==> src/hdl/pcf_pkg.sv <==
// pcf_pkg: shared types, codes and frame constants for the pump command framer
// no dependencies; used by every other file of the block
`timescale 1ns / 1ps
`default_nettype none

package pcf_pkg;

   localparam int CMD_W      = 4;
   localparam int ADDR_W     = 4;
   localparam int VAL_W      = 16;
   localparam int BYTE_W     = 8;
   localparam int POS_W      = 16;
   localparam int CSR_IDX_W  = 1;
   localparam int IDX_W      = 3;
   localparam int BCD_DIGITS = 5;
   localparam int BCD_W      = 4 * BCD_DIGITS;

   // only the low VALUE_WIDTH bits of the value field take part
   localparam int VALUE_WIDTH = 16;
   localparam logic [VAL_W-1:0] VALUE_MASK = (VALUE_WIDTH >= VAL_W) ? {VAL_W{1'b1}} :
      VAL_W'((64'd1 << VALUE_WIDTH) - 64'd1);

   localparam int CONV_STEPS = VAL_W;
   localparam int CONV_CNT_W = $clog2(CONV_STEPS);

   localparam logic [CSR_IDX_W-1:0] CSR_LOWER_LIMIT = 1'b0;
   localparam logic [CSR_IDX_W-1:0] CSR_UPPER_LIMIT = 1'b1;

   localparam logic [CMD_W-1:0] CMD_T     = 4'd0;
   localparam logic [CMD_W-1:0] CMD_I     = 4'd1;
   localparam logic [CMD_W-1:0] CMD_O     = 4'd2;
   localparam logic [CMD_W-1:0] CMD_A     = 4'd3;
   localparam logic [CMD_W-1:0] CMD_D     = 4'd4;
   localparam logic [CMD_W-1:0] CMD_P     = 4'd5;
   localparam logic [CMD_W-1:0] CMD_Y20   = 4'd6;
   localparam logic [CMD_W-1:0] CMD_S     = 4'd7;
   localparam logic [CMD_W-1:0] CMD_Y20IS = 4'd8;
   localparam logic [CMD_W-1:0] CMD_Q     = 4'd9;

   localparam logic [BYTE_W-1:0] STX_BYTE   = 8'h02;
   localparam logic [BYTE_W-1:0] ETX_BYTE   = 8'h03;
   localparam logic [BYTE_W-1:0] SEQ_BYTE   = 8'h31;
   localparam logic [BYTE_W-1:0] ADDR_BASE  = 8'h31;
   localparam logic [BYTE_W-1:0] DIGIT_BASE = 8'h30;
   localparam logic [BYTE_W-1:0] EXEC_BYTE  = 8'h52;

   localparam logic [BYTE_W-1:0] CH_T    = 8'h54;
   localparam logic [BYTE_W-1:0] CH_I    = 8'h49;
   localparam logic [BYTE_W-1:0] CH_O    = 8'h4F;
   localparam logic [BYTE_W-1:0] CH_A    = 8'h41;
   localparam logic [BYTE_W-1:0] CH_D    = 8'h44;
   localparam logic [BYTE_W-1:0] CH_P    = 8'h50;
   localparam logic [BYTE_W-1:0] CH_Y    = 8'h59;
   localparam logic [BYTE_W-1:0] CH_S    = 8'h53;
   localparam logic [BYTE_W-1:0] CH_Q    = 8'h51;
   localparam logic [BYTE_W-1:0] CH_TWO  = 8'h32;
   localparam logic [BYTE_W-1:0] CH_ZERO = 8'h30;

   typedef enum logic [2:0] {
      ST_IDLE,
      ST_CONV,
      ST_HEAD,
      ST_LETTER,
      ST_DIGIT,
      ST_TAIL
   } state_type;

   typedef enum logic [2:0] {
      SEL_STX,
      SEL_ADDR,
      SEL_SEQ,
      SEL_LETTER,
      SEL_DIGIT,
      SEL_EXEC,
      SEL_ETX,
      SEL_SUM
   } byte_sel_type;

   typedef struct packed {
      logic             load;
      logic             conv_step;
      logic             emit;
      byte_sel_type     sel;
      logic [IDX_W-1:0] idx;
      logic             last;
   } ctl_type;

   typedef struct packed {
      logic             frame_go;
      logic             has_value;
      logic             value_kind;
      logic             out_free;
      logic [IDX_W-1:0] letter_last;
      logic [IDX_W-1:0] top_digit;
   } sts_type;

   function automatic logic cmd_known(input logic [CMD_W-1:0] cmd);
      return cmd <= CMD_Q;
   endfunction

   function automatic logic cmd_has_value(input logic [CMD_W-1:0] cmd);
      return (cmd == CMD_A) || (cmd == CMD_D) || (cmd == CMD_P) ||
             (cmd == CMD_S) || (cmd == CMD_Y20IS);
   endfunction

   function automatic logic [IDX_W-1:0] letter_last(input logic [CMD_W-1:0] cmd);
      logic [IDX_W-1:0] res;
      res = 3'd0;
      if (cmd == CMD_Y20) begin
         res = 3'd2;
      end else if (cmd == CMD_Y20IS) begin
         res = 3'd4;
      end
      return res;
   endfunction

   function automatic logic [BYTE_W-1:0] letter_byte(input logic [CMD_W-1:0] cmd,
                                                     input logic [IDX_W-1:0] idx);
      logic [BYTE_W-1:0] res;
      res = CH_Q;
      unique case (cmd)
         CMD_T: res = CH_T;
         CMD_I: res = CH_I;
         CMD_O: res = CH_O;
         CMD_A: res = CH_A;
         CMD_D: res = CH_D;
         CMD_P: res = CH_P;
         CMD_S: res = CH_S;
         CMD_Y20, CMD_Y20IS: begin
            unique case (idx)
               3'd0: res = CH_Y;
               3'd1: res = CH_TWO;
               3'd2: res = CH_ZERO;
               3'd3: res = CH_I;
               3'd4: res = CH_S;
               default: res = CH_Y;
            endcase
         end
         default: res = CH_Q;
      endcase
      return res;
   endfunction

endpackage

`default_nettype wire

==> src/hdl/pcf_if.sv <==
// pcf_req_if and pcf_rsp_if: valid/ready channels of the pump command framer
// depends on pcf_pkg for field widths
`timescale 1ns / 1ps
`default_nettype none

interface pcf_req_if;
   logic                         valid;
   logic                         ready;
   logic [pcf_pkg::CMD_W-1:0]    cmd;
   logic [pcf_pkg::ADDR_W-1:0]   pump_address;
   logic [pcf_pkg::VAL_W-1:0]    value;

   modport source (output valid, output cmd, output pump_address, output value,
                   input ready);
   modport sink   (input valid, input cmd, input pump_address, input value,
                   output ready);
endinterface

interface pcf_rsp_if;
   logic                         valid;
   logic                         ready;
   logic [pcf_pkg::BYTE_W-1:0]   tx_byte;
   logic                         last_byte;

   modport source (output valid, output tx_byte, output last_byte, input ready);
   modport sink   (input valid, input tx_byte, input last_byte, output ready);
endinterface

`default_nettype wire

==> src/hdl/pcf_ctrl.sv <==
// pcf_ctrl: frame sequencer state machine of the pump command framer
// depends on pcf_pkg; drives pcf_datapath through ctl_type, reads sts_type
`timescale 1ns / 1ps
`default_nettype none

module pcf_ctrl (
   input  wire logic              clock,
   input  wire logic              reset,
   input  wire logic              req_valid,
   output logic                   req_ready,
   input  wire pcf_pkg::sts_type  sts,
   output pcf_pkg::ctl_type       ctl
);

   pcf_pkg::state_type                 state_ff, state_in;
   logic [pcf_pkg::IDX_W-1:0]          cnt_ff, cnt_in;
   logic [pcf_pkg::CONV_CNT_W-1:0]     conv_ff, conv_in;

   always_ff @(posedge clock) begin
      if (reset) begin
         state_ff <= pcf_pkg::ST_IDLE;
         cnt_ff   <= '0;
         conv_ff  <= '0;
      end else begin
         state_ff <= state_in;
         cnt_ff   <= cnt_in;
         conv_ff  <= conv_in;
      end
   end

   always_comb begin
      state_in      = state_ff;
      cnt_in        = cnt_ff;
      conv_in       = conv_ff;
      req_ready     = 1'b0;
      ctl.load      = 1'b0;
      ctl.conv_step = 1'b0;
      ctl.emit      = 1'b0;
      ctl.sel       = pcf_pkg::SEL_STX;
      ctl.idx       = cnt_ff;
      ctl.last      = 1'b0;
      unique case (state_ff)
         pcf_pkg::ST_IDLE: begin
            req_ready = 1'b1;
            ctl.load  = req_valid;
            if (req_valid && sts.frame_go) begin
               cnt_in   = '0;
               conv_in  = '0;
               state_in = sts.has_value ? pcf_pkg::ST_CONV : pcf_pkg::ST_HEAD;
            end
         end
         pcf_pkg::ST_CONV: begin
            ctl.conv_step = 1'b1;
            conv_in       = conv_ff + 1'b1;
            if (conv_ff == pcf_pkg::CONV_CNT_W'(pcf_pkg::CONV_STEPS - 1)) begin
               cnt_in   = '0;
               state_in = pcf_pkg::ST_HEAD;
            end
         end
         pcf_pkg::ST_HEAD: begin
            unique case (cnt_ff)
               3'd0:    ctl.sel = pcf_pkg::SEL_STX;
               3'd1:    ctl.sel = pcf_pkg::SEL_ADDR;
               default: ctl.sel = pcf_pkg::SEL_SEQ;
            endcase
            ctl.emit = sts.out_free;
            if (sts.out_free) begin
               if (cnt_ff == 3'd2) begin
                  cnt_in   = '0;
                  state_in = pcf_pkg::ST_LETTER;
               end else begin
                  cnt_in = cnt_ff + 1'b1;
               end
            end
         end
         pcf_pkg::ST_LETTER: begin
            ctl.sel  = pcf_pkg::SEL_LETTER;
            ctl.emit = sts.out_free;
            if (sts.out_free) begin
               if (cnt_ff == sts.letter_last) begin
                  if (sts.value_kind) begin
                     cnt_in   = sts.top_digit;
                     state_in = pcf_pkg::ST_DIGIT;
                  end else begin
                     cnt_in   = '0;
                     state_in = pcf_pkg::ST_TAIL;
                  end
               end else begin
                  cnt_in = cnt_ff + 1'b1;
               end
            end
         end
         pcf_pkg::ST_DIGIT: begin
            ctl.sel  = pcf_pkg::SEL_DIGIT;
            ctl.emit = sts.out_free;
            if (sts.out_free) begin
               if (cnt_ff == '0) begin
                  state_in = pcf_pkg::ST_TAIL;
               end else begin
                  cnt_in = cnt_ff - 1'b1;
               end
            end
         end
         pcf_pkg::ST_TAIL: begin
            unique case (cnt_ff)
               3'd0:    ctl.sel = pcf_pkg::SEL_EXEC;
               3'd1:    ctl.sel = pcf_pkg::SEL_ETX;
               default: ctl.sel = pcf_pkg::SEL_SUM;
            endcase
            ctl.last = (cnt_ff == 3'd2);
            ctl.emit = sts.out_free;
            if (sts.out_free) begin
               if (cnt_ff == 3'd2) begin
                  cnt_in   = '0;
                  state_in = pcf_pkg::ST_IDLE;
               end else begin
                  cnt_in = cnt_ff + 1'b1;
               end
            end
         end
         default: begin
            state_in = pcf_pkg::ST_IDLE;
         end
      endcase
   end

endmodule

`default_nettype wire

==> src/hdl/pcf_datapath.sv <==
// pcf_datapath: limit registers, tracked position, decimal converter,
// byte selection, checksum and output register; depends on pcf_pkg
`timescale 1ns / 1ps
`default_nettype none

module pcf_datapath (
   input  wire logic                               clock,
   input  wire logic                               reset,
   input  wire logic                               csr_wr_en,
   input  wire logic [pcf_pkg::CSR_IDX_W-1:0]      csr_index,
   input  wire logic [pcf_pkg::POS_W-1:0]          csr_wdata,
   input  wire logic [pcf_pkg::CMD_W-1:0]          req_cmd,
   input  wire logic [pcf_pkg::ADDR_W-1:0]         req_pump_address,
   input  wire logic [pcf_pkg::VAL_W-1:0]          req_value,
   input  wire logic                               rsp_ready,
   output logic                                    rsp_valid,
   output logic [pcf_pkg::BYTE_W-1:0]              rsp_tx_byte,
   output logic                                    rsp_last_byte,
   input  wire pcf_pkg::ctl_type                   ctl,
   output pcf_pkg::sts_type                        sts
);

   logic [pcf_pkg::POS_W-1:0]   lower_ff, lower_in;
   logic [pcf_pkg::POS_W-1:0]   upper_ff, upper_in;
   logic [pcf_pkg::POS_W-1:0]   pos_ff, pos_in;
   logic [pcf_pkg::CMD_W-1:0]   cmd_ff, cmd_in;
   logic [pcf_pkg::ADDR_W-1:0]  addr_ff, addr_in;
   logic [pcf_pkg::VAL_W-1:0]   shift_ff, shift_in;
   logic [pcf_pkg::BCD_W-1:0]   bcd_ff, bcd_in;
   logic [pcf_pkg::BYTE_W-1:0]  sum_ff, sum_in;
   logic                        out_valid_ff, out_valid_in;
   logic [pcf_pkg::BYTE_W-1:0]  out_byte_ff, out_byte_in;
   logic                        out_last_ff, out_last_in;

   logic [pcf_pkg::VAL_W-1:0]   val_masked;
   logic [pcf_pkg::POS_W:0]     up_bound;
   logic [pcf_pkg::POS_W:0]     down_sum;
   logic                        refused;
   logic                        frame_go;
   logic [pcf_pkg::IDX_W-1:0]   top_digit;
   logic [pcf_pkg::BCD_W-1:0]   bcd_adj;
   logic [3:0]                  digit;
   logic [pcf_pkg::BYTE_W-1:0]  byte_sel;

   always_ff @(posedge clock) begin
      if (reset) begin
         lower_ff     <= '0;
         upper_ff     <= '1;
         pos_ff       <= '0;
         out_valid_ff <= 1'b0;
      end else begin
         lower_ff     <= lower_in;
         upper_ff     <= upper_in;
         pos_ff       <= pos_in;
         out_valid_ff <= out_valid_in;
      end
   end

   always_ff @(posedge clock) begin
      cmd_ff      <= cmd_in;
      addr_ff     <= addr_in;
      shift_ff    <= shift_in;
      bcd_ff      <= bcd_in;
      sum_ff      <= sum_in;
      out_byte_ff <= out_byte_in;
      out_last_ff <= out_last_in;
   end

   // limit registers
   always_comb begin
      lower_in = lower_ff;
      upper_in = upper_ff;
      if (csr_wr_en) begin
         unique case (csr_index)
            pcf_pkg::CSR_LOWER_LIMIT: lower_in = csr_wdata;
            pcf_pkg::CSR_UPPER_LIMIT: upper_in = csr_wdata;
            default: lower_in = lower_ff;
         endcase
      end
   end

   // move checks against the limits
   always_comb begin
      val_masked = req_value & pcf_pkg::VALUE_MASK;
      up_bound   = {1'b0, val_masked} + {1'b0, lower_ff};
      down_sum   = {1'b0, pos_ff} + {1'b0, val_masked};
      refused    = 1'b0;
      pos_in     = pos_ff;
      unique case (req_cmd)
         pcf_pkg::CMD_A: pos_in = val_masked;
         pcf_pkg::CMD_D: begin
            refused = {1'b0, pos_ff} < up_bound;
            pos_in  = pos_ff - val_masked;
         end
         pcf_pkg::CMD_P: begin
            refused = down_sum > {1'b0, upper_ff};
            pos_in  = down_sum[pcf_pkg::POS_W-1:0];
         end
         default: pos_in = pos_ff;
      endcase
      frame_go = pcf_pkg::cmd_known(req_cmd) && !refused;
      if (!(ctl.load && frame_go)) begin
         pos_in = pos_ff;
      end
   end

   // double dabble, one value bit a cycle
   always_comb begin
      for (int i = 0; i < pcf_pkg::BCD_DIGITS; i++) begin
         bcd_adj[4*i +: 4] = (bcd_ff[4*i +: 4] >= 4'd5) ? bcd_ff[4*i +: 4] + 4'd3 :
                                                           bcd_ff[4*i +: 4];
      end
      cmd_in   = cmd_ff;
      addr_in  = addr_ff;
      shift_in = shift_ff;
      bcd_in   = bcd_ff;
      if (ctl.load) begin
         cmd_in   = req_cmd;
         addr_in  = req_pump_address;
         shift_in = val_masked;
         bcd_in   = '0;
      end else if (ctl.conv_step) begin
         shift_in = {shift_ff[pcf_pkg::VAL_W-2:0], 1'b0};
         bcd_in   = {bcd_adj[pcf_pkg::BCD_W-2:0], shift_ff[pcf_pkg::VAL_W-1]};
      end
   end

   // leading digit without zeros in front
   always_comb begin
      priority if (bcd_ff[19:16] != 4'd0) begin
         top_digit = 3'd4;
      end else if (bcd_ff[15:12] != 4'd0) begin
         top_digit = 3'd3;
      end else if (bcd_ff[11:8] != 4'd0) begin
         top_digit = 3'd2;
      end else if (bcd_ff[7:4] != 4'd0) begin
         top_digit = 3'd1;
      end else begin
         top_digit = 3'd0;
      end
   end

   always_comb begin
      sts.frame_go    = frame_go;
      sts.has_value   = pcf_pkg::cmd_has_value(req_cmd);
      sts.value_kind  = pcf_pkg::cmd_has_value(cmd_ff);
      sts.out_free    = !out_valid_ff || rsp_ready;
      sts.letter_last = pcf_pkg::letter_last(cmd_ff);
      sts.top_digit   = top_digit;
   end

   // byte selection, checksum, output register
   always_comb begin
      digit = bcd_ff[4*ctl.idx +: 4];
      unique case (ctl.sel)
         pcf_pkg::SEL_STX:    byte_sel = pcf_pkg::STX_BYTE;
         pcf_pkg::SEL_ADDR:   byte_sel = {4'h0, addr_ff} + pcf_pkg::ADDR_BASE;
         pcf_pkg::SEL_SEQ:    byte_sel = pcf_pkg::SEQ_BYTE;
         pcf_pkg::SEL_LETTER: byte_sel = pcf_pkg::letter_byte(cmd_ff, ctl.idx);
         pcf_pkg::SEL_DIGIT:  byte_sel = pcf_pkg::DIGIT_BASE + {4'h0, digit};
         pcf_pkg::SEL_EXEC:   byte_sel = pcf_pkg::EXEC_BYTE;
         pcf_pkg::SEL_ETX:    byte_sel = pcf_pkg::ETX_BYTE;
         pcf_pkg::SEL_SUM:    byte_sel = sum_ff;
         default:             byte_sel = sum_ff;
      endcase

      sum_in = sum_ff;
      if (ctl.load) begin
         sum_in = '0;
      end else if (ctl.emit) begin
         sum_in = sum_ff ^ byte_sel;
      end

      out_valid_in = out_valid_ff;
      out_byte_in  = out_byte_ff;
      out_last_in  = out_last_ff;
      if (ctl.emit) begin
         out_valid_in = 1'b1;
         out_byte_in  = byte_sel;
         out_last_in  = ctl.last;
      end else if (rsp_ready) begin
         out_valid_in = 1'b0;
      end
   end

   assign rsp_valid     = out_valid_ff;
   assign rsp_tx_byte   = out_byte_ff;
   assign rsp_last_byte = out_last_ff;

endmodule

`default_nettype wire

==> src/hdl/pump_command_framer.sv <==
// pump_command_framer: top level, joins the sequencer and the datapath
// depends on pcf_pkg, pcf_if, pcf_ctrl and pcf_datapath
//
//   channel  dir  handshake          payload
//   req_bus  in   valid/ready        cmd[3:0], pump_address[3:0], value[15:0]
//   rsp_bus  out  valid/ready        tx_byte[7:0], last_byte
//   csr_*    in   csr_wr_en strobe   csr_index[0], csr_wdata[15:0]
//
// a request is taken from req_bus while idle; kinds with a value then pass through the
// bit-serial binary to decimal converter before the first byte
// frame bytes leave one per cycle from a single output register while rsp_bus is not
// stalled: 7 to 16 bytes; a new request is taken only once the last byte is queued
// refused moves and unknown kinds are taken and send nothing
// a stalled rsp_bus holds the sequencer; synchronous reset clears limits to 0 and
// ffffh and the tracked position to 0
`timescale 1ns / 1ps
`default_nettype none

module pump_command_framer (
   input  wire logic                           clock,
   input  wire logic                           reset,
   pcf_req_if.sink                             req_bus,
   pcf_rsp_if.source                           rsp_bus,
   input  wire logic                           csr_wr_en,
   input  wire logic [pcf_pkg::CSR_IDX_W-1:0]  csr_index,
   input  wire logic [pcf_pkg::POS_W-1:0]      csr_wdata
);

   pcf_pkg::ctl_type ctl;
   pcf_pkg::sts_type sts;

   pcf_ctrl u_ctrl (
      .clock     (clock),
      .reset     (reset),
      .req_valid (req_bus.valid),
      .req_ready (req_bus.ready),
      .sts       (sts),
      .ctl       (ctl)
   );

   pcf_datapath u_datapath (
      .clock            (clock),
      .reset            (reset),
      .csr_wr_en        (csr_wr_en),
      .csr_index        (csr_index),
      .csr_wdata        (csr_wdata),
      .req_cmd          (req_bus.cmd),
      .req_pump_address (req_bus.pump_address),
      .req_value        (req_bus.value),
      .rsp_ready        (rsp_bus.ready),
      .rsp_valid        (rsp_bus.valid),
      .rsp_tx_byte      (rsp_bus.tx_byte),
      .rsp_last_byte    (rsp_bus.last_byte),
      .ctl              (ctl),
      .sts              (sts)
   );

endmodule

`default_nettype wire

==> src/flat_wrapper.sv <==
// flat-port wrapper written by rule: the top's interface ports become plain ports
module pump_command_framer_flat 
  (clock, reset, csr_wr_en, csr_index, csr_wdata, req_bus_valid, req_bus_cmd, req_bus_pump_address, req_bus_value, req_bus_ready, rsp_bus_valid, rsp_bus_tx_byte, rsp_bus_last_byte, rsp_bus_ready);
  pcf_req_if req_bus_i ();
  pcf_rsp_if rsp_bus_i ();
  input  wire logic clock;
  input  wire logic reset;
  input  wire logic csr_wr_en;
  input  wire logic [pcf_pkg::CSR_IDX_W-1:0] csr_index;
  input  wire logic [pcf_pkg::POS_W-1:0] csr_wdata;
  input wire logic [$bits(req_bus_i.valid)-1:0] req_bus_valid;
  input wire logic [$bits(req_bus_i.cmd)-1:0] req_bus_cmd;
  input wire logic [$bits(req_bus_i.pump_address)-1:0] req_bus_pump_address;
  input wire logic [$bits(req_bus_i.value)-1:0] req_bus_value;
  output wire logic [$bits(req_bus_i.ready)-1:0] req_bus_ready;
  output wire logic [$bits(rsp_bus_i.valid)-1:0] rsp_bus_valid;
  output wire logic [$bits(rsp_bus_i.tx_byte)-1:0] rsp_bus_tx_byte;
  output wire logic [$bits(rsp_bus_i.last_byte)-1:0] rsp_bus_last_byte;
  input wire logic [$bits(rsp_bus_i.ready)-1:0] rsp_bus_ready;
  assign req_bus_i.valid = req_bus_valid;
  assign req_bus_i.cmd = req_bus_cmd;
  assign req_bus_i.pump_address = req_bus_pump_address;
  assign req_bus_i.value = req_bus_value;
  assign req_bus_ready = req_bus_i.ready;
  assign rsp_bus_valid = rsp_bus_i.valid;
  assign rsp_bus_tx_byte = rsp_bus_i.tx_byte;
  assign rsp_bus_last_byte = rsp_bus_i.last_byte;
  assign rsp_bus_i.ready = rsp_bus_ready;
  pump_command_framer u_core (.clock(clock), .reset(reset), .req_bus(req_bus_i), .rsp_bus(rsp_bus_i), .csr_wr_en(csr_wr_en), .csr_index(csr_index), .csr_wdata(csr_wdata));
endmodule
==> config.mk <==
export PLATFORM = sky130hd
export DESIGN_NAME = pump_command_framer_flat
export DESIGN_NICKNAME = d
export VERILOG_FILES = /design/src/hdl/pcf_pkg.sv /design/src/hdl/pcf_if.sv /design/src/hdl/pcf_ctrl.sv /design/src/hdl/pcf_datapath.sv /design/src/hdl/pump_command_framer.sv /design/src/flat_wrapper.sv
export SDC_FILE = /design/constraint.sdc
export NUM_CORES = 1
export LEC_CHECK = 0
export BUFFER_PORTS_ARGS = -buffer_cell sky130_fd_sc_hd__buf_4
export CAP_MARGIN = 15
export CORE_MARGIN = 2
export CORE_UTILIZATION = 65
export CTS_BUF_LIST = sky130_fd_sc_hd__clkbuf_4
export CTS_CLUSTER_SIZE = 25
export DETAILED_ROUTE_END_ITERATION = 10
export MAX_ROUTING_LAYER = met4
export PLACE_DENSITY = 0.84
export SLEW_MARGIN = 25
export SYNTH_ARGS = -nofsm -noshare
export SYNTH_HDL_FRONTEND = slang
export SYNTH_HIERARCHICAL = 1
export SYNTH_SLANG_ARGS = --single-unit
==> constraint.sdc <==
create_clock -name clock -period 11.8 [get_ports clock]
set_input_delay 2.36 -clock clock [delete_from_list [all_inputs] [get_ports clock]]
set_output_delay 2.36 -clock clock [all_outputs]
set_load 0.02 [all_outputs]
After elaboration in Yosys (flattened, before gate mapping)
Cells that the tools add are included.
Storage, ports and cells
  bits in registers: 120
  latch bits: 0
  memory bits (writable): 0
  bits in read-only memories: 0
  bits of input ports: 46
  word-level logic and storage cells: 167
  memories kept: 0
Cells by class
  $add $sub $neg: 13
  multipliers: 0
  divide/modulo/power cells: 0
  magnitude comparators: 8
  equality and inequality tests: 43
  shift-type cells: 1
  multiplexer cells: 51
  bitwise operators: 2
  reductions and logical operators: 35
Operators with widths (number)
  2-to-1 mux 3 bit: 23
  case mux 8 bit (8 select lines): 1
  case mux 7 bit (8 select lines): 1
  case mux 16 bit (3 select lines): 1
  adder 16 x 16 -> 17 bit: 2
  2-to-1 mux 16 bit: 2
  == test 4 x 3 -> 1 bit, second input constant: 7
  case mux 7 bit (4 select lines): 1
  != test 2 bit, second input constant: 11
  == test 3 bit, second input constant: 7
  greater-or-equal comparator 4 x 3 -> 1 bit, second input constant: 5
  2-to-1 mux 4 bit: 5
  indexed part select 20 x 6 -> 4 bit: 1
  == test 3 x 2 -> 1 bit, second input constant: 6
  case mux 3 bit (6 select lines): 1
  greater-than comparator 17 x 16 -> 1 bit: 1
  less-than comparator 16 x 17 -> 1 bit: 1
  adder 4 x 2 -> 4 bit, second input constant: 4
  case mux 4 bit (4 select lines): 1
  nonzero test 4 bit: 4
  subtractor 16 bit: 1
  case mux 3 bit (5 select lines): 1
  == test 4 x 2 -> 1 bit, second input constant: 3
  == test 4 bit, second input constant: 3
  30 further kinds: 60

Logic depth before layout (Yosys ltp)
  depth in word-level cells: 9
  depth in mapped cells: 27
  depth with buffers taken out: 23

Hierarchy
Netlist, hierarchy kept.
Modules (own cells, without submodules)
  pcf_datapath: times used 1, cells an instance 1018, area an instance 8470.6 um2, seq. area each 2532.4 um2
  pcf_ctrl: times used 1, cells an instance 129, area an instance 955.9 um2, seq. area each 200.2 um2

Worst setup path after synthesis
Ideal clock, no wire load.
  kind: input port to flip-flop
  from: in req_bus_value[9]
  to: reg u_core/u_ctrl/cnt_ff[2] in the netlist's numbering
  library setup time: 0.132 ns
  arrival time: 6.815 ns
  path slack: 4.853 ns
  cell stages on the path: 24
  path buffers: 4
  path through: inv_1 ha_1 buf_2 or3_1 or2_2 o221a_2 o21ai_0 nand2_1 xnor2_1 ha_1 a21oi_2 o221ai_2 a2111oi_2 o211ai_1 or4_1 buf_6 clkinv_8 buf_12 buf_4 nand2_1 a22oi_2 nand2_1 o21ai_1 o41ai_2
Between the ends
  word-level cells in the longest chain between the ends: 8
  elaborated cells on any way between the ends: 10
Ends and longest elaborated chain
  start, declared: line flat_wrapper.sv:14  | input wire logic [$bits(req_bus_i.value)-1:0] req_bus_value;
  adder 16 x 16 -> 17 bit, on equally long branches: line pcf_datapath.sv:86, pcf_datapath.sv:85
  greater-than comparator 17 x 16 -> 1 bit or less-than comparator 16 x 17 -> 1 bit (tied branches): line pcf_datapath.sv:96, pcf_datapath.sv:92
  case mux 1 bit (2 select lines) (*): line pcf_datapath.sv:89  | unique case (req_cmd)
  zero test 1 bit (*): line pcf_datapath.sv:101  | frame_go = pcf_pkg::cmd_known(req_cmd) && !refused;
  logical AND 1 bit (*): line pcf_datapath.sv:101
  via u_core.u_datapath.frame_go: line pcf_datapath.sv:39  | logic frame_go;
  logical AND 1 bit (*): line pcf_ctrl.sv:46  | if (req_valid && sts.frame_go) begin
  != test 2 bit (no line) (*)
  AND reduction 7 bit (no line) (*)
  end signal, assigned: line pcf_ctrl.sv:26  | cnt_ff <= cnt_in;
  end, declared: line pcf_ctrl.sv:16  | logic [pcf_pkg::IDX_W-1:0] cnt_ff, cnt_in;
Mark *: on every way through the listed nets, which the timed path passes. The rest lies on a longest branch.
A chain may end at the register's enable or synchronous reset.

==> metrics <==
initial antenna violation count=1; CTS tree=built; DP Cell Count=1327; Rel. slew slack=0.4600; average size of a mapped cell=8.218 um2; gpl congestion=0.9253; Yosys Warn Count=6; RSZ-0062 raised after global routing=no; gr ovfl total=0; CP max FO=16; minimum clock period=7.465 ns; outcome=complete, no violations; first-pass GRT wire length=38.06 mm; sequential element share of the synthesized area=0.2899; total global-route track usage=0.3067; row cnt=44; mapped cell area=9427 um2; Clk pin slew, worst setup/hold paths=0.11 ns; die height=124.4 um; Worst VDD drop=0.00008103 V; DR WL met2=11.10 mm; most common cell after layout, fill and taps aside=nand2_1; Yosys reg bits=120; HPWL after DPL=16.71 mm; Fmax=134.0 MHz; DRT Wirelength=22.85 mm; 1st-iter DRT viols=652; Final setup viols=0; Die X=124.4 um; final clock skew=0.02325 ns; max cap viols=0; count of input and output buffers=56; CP Launch Type=input pin; Post-Syn Instances=1147; CTS root buffer=clkbuf_4; met3 wire len=1.112 mm; via/cell ratio=6.173; drt drc=0; commonest non-fill, non-tap cells in the layout=nand2_1 (112), a21oi_1 (105), ha_1 (95), dfxtp_1 (87), nor2_1 (86); PwrDens=127.5 nW/um2; Multi-input gate area=6073 um2; Cell variety after synth=86; average wire per cell in the routed design=16.80 um; maximum level of the CTS H-tree=4; worst slew pin tran=0.8089 ns; final worst-path cycle share=0.6326; Max clock buf depth=2; Final ANT Viol Nets=0; Main synth FF type=dfxtp_1; core area=14370 um2; overall die area=15480 um2; share of cells above drive strength 1=0.1226; final net count=1306; number of flops mapped to enable cells by yosys=33; via count=8395; Hold-fix buffers, CTS=0; Post-CTS Setup Inserts=0; top routing layer in use=met4; wl on met1=9.884 mm; Setup crit end kind=register; post-synthesis net count=1291; WP data arrival=7.91 ns; Leak=4.205 nW; area grow syn2layout=6.676%; # resized after CTS=0; WS Path Type=in -> reg; CP Data Required Time=12.24 ns; number of fillers in the final layout=1191; total CTS buffers=17; # clock sinks=120; Starting Density=0.6560; number of global-route vias before repair=7994; storage element area=2733 um2; async set-reset flop share out of synthesis=0; final hold viol count=0; Hold Crit Class=reg -> reg; Non-Filler Instances=1360; worst-skew pair later-pin latency=0.57 ns; IO Pins=57; max-slew violation count=0; sum of negative setup slack=0 ns; DRT Pass-1 Iters=5; largest net degree at the start of global routing=56
[where the power goes]
part | internal, mW | switching, mW
clock network | 0.110 | 0.156
registers | 0.500 | 0.0522
logic | 0.185 | 0.279
[worst max-delay path, stage by stage]
cell and delay (ns):
buf_4 0.14, inv_1 0.15, ha_1 0.26, nand2b_1 0.18, a221oi_1 0.52, o211ai_1 0.27
o221a_2 0.33, o21ai_0 0.37, nand2_1 0.12, xnor2_1 0.14, ha_1 0.31, a21oi_2 0.16
o221ai_2 0.12, a2111oi_2 0.35, o211ai_1 0.13, or4_1 0.89, clkinv_8 0.24, nand2_1 0.10
a22oi_2 0.27, nand2_1 0.19, o21ai_1 0.20, o41ai_2 0.08
[metal layers]
metal | vias to the layer above | GRT usage
met5 | - | -
met4 | 0 | 0.1375
li1 | 4140 | -
met2 | 261 | 0.5059
met3 | 55 | 0.05670
met1 | 3939 | 0.3663
[worst paths after layout]
check                           startpoint                            end  slack (ns)  cells after the start
max                       req_bus_value[1]        u_core/u_ctrl/cnt_ff[2]        4.34                     22
min          u_core/u_datapath/lower_ff[9]  u_core/u_datapath/lower_ff[9]        0.47                      2
max reg2reg    u_core/u_datapath/pos_ff[1]        u_core/u_ctrl/cnt_ff[2]        5.90                     20
min reg2reg  u_core/u_datapath/lower_ff[9]  u_core/u_datapath/lower_ff[9]        0.47                      2
[cell usage after synthesis (6+ instances only)]
cell / n / area share
a2111oi_0: 6 / 0.0056
a211oi_1: 8 / 0.0064
a21o_1: 13 / 0.010
a21oi_1: 105 / 0.056
a311oi_1: 6 / 0.0056
and2_1: 7 / 0.0046
and3_1: 7 / 0.0046
buf_2: 8 / 0.0042
clkbuf_1: 46 / 0.018
dfxtp_1: 87 / 0.18
edfxtp_1: 33 / 0.11
ha_1: 95 / 0.13
inv_1: 75 / 0.030
mux2_2: 17 / 0.020
mux2i_1: 15 / 0.016
nand2_1: 112 / 0.045
nand2b_1: 26 / 0.017
nand3_1: 52 / 0.028
nand3b_1: 6 / 0.0048
nand4_1: 9 / 0.0060
nor2_1: 86 / 0.034
nor2b_1: 12 / 0.0080
nor3_1: 29 / 0.015
nor3b_1: 6 / 0.0048
o2111ai_1: 12 / 0.011
o211ai_1: 13 / 0.010
o21a_1: 9 / 0.0072
o21ai_0: 56 / 0.030
o31ai_1: 9 / 0.0072
or3_1: 7 / 0.0046
xnor2_1: 39 / 0.036
xor2_1: 23 / 0.021
[cells by family after synthesis]
family                   count (synthesis)  synth area share
AO/OA/AOI/OAI                          305            0.2144
XOR/XNOR                                62           0.05761
adder cells (fa/ha/maj)                 98            0.1325
buffers and inverters                  147           0.06623
flip-flops                             120            0.2899
multiplexers                            36           0.04579
other                                    1         0.0003978
AND/OR/NAND/NOR                        378            0.1933
[flip-flops by register name (all words and copies together) (netlist names), 4 cells and up]
register,flops
u_core/u_datapath/rsp_tx_byte,8
u_core/u_datapath/sum_ff,8
u_core/u_datapath/addr_ff,4
u_core/u_datapath/upper_ff,16
u_core/u_datapath/pos_ff,16
u_core/u_datapath/cmd_ff,4
u_core/u_ctrl/conv_ff,4
u_core/u_datapath/shift_ff,16
u_core/u_datapath/bcd_ff,20
u_core/u_datapath/lower_ff,16
[metrics by stage]
stage               hold WS [ns]  power (mW)    util  setup WS (ns)  instance area (um2)
floorplan                 0.4038      0.8962       -          4.853                 9427
global placement          0.4158       1.006  0.6829          4.176                 9812
detailed placement        0.4540       1.017  0.6829          3.960                 9812
CTS                       0.4684       1.285  0.6995          4.576                10050
global route              0.4875       1.362  0.6998          4.049                10060
finish                    0.4673       1.282  0.6998          4.335                10060
[layout make-up]
cell class	instances	area share
well taps	184	0.02289
clock buffers	21	0.01568
diodes	1	0.0002488
flip-flops and latches	120	0.2717
inverters	82	0.03185
repair buffers	61	0.04554
multi-input cells	880	0.6040
clock inverters	11	0.008088
Power figures use the tool's default switching activity.
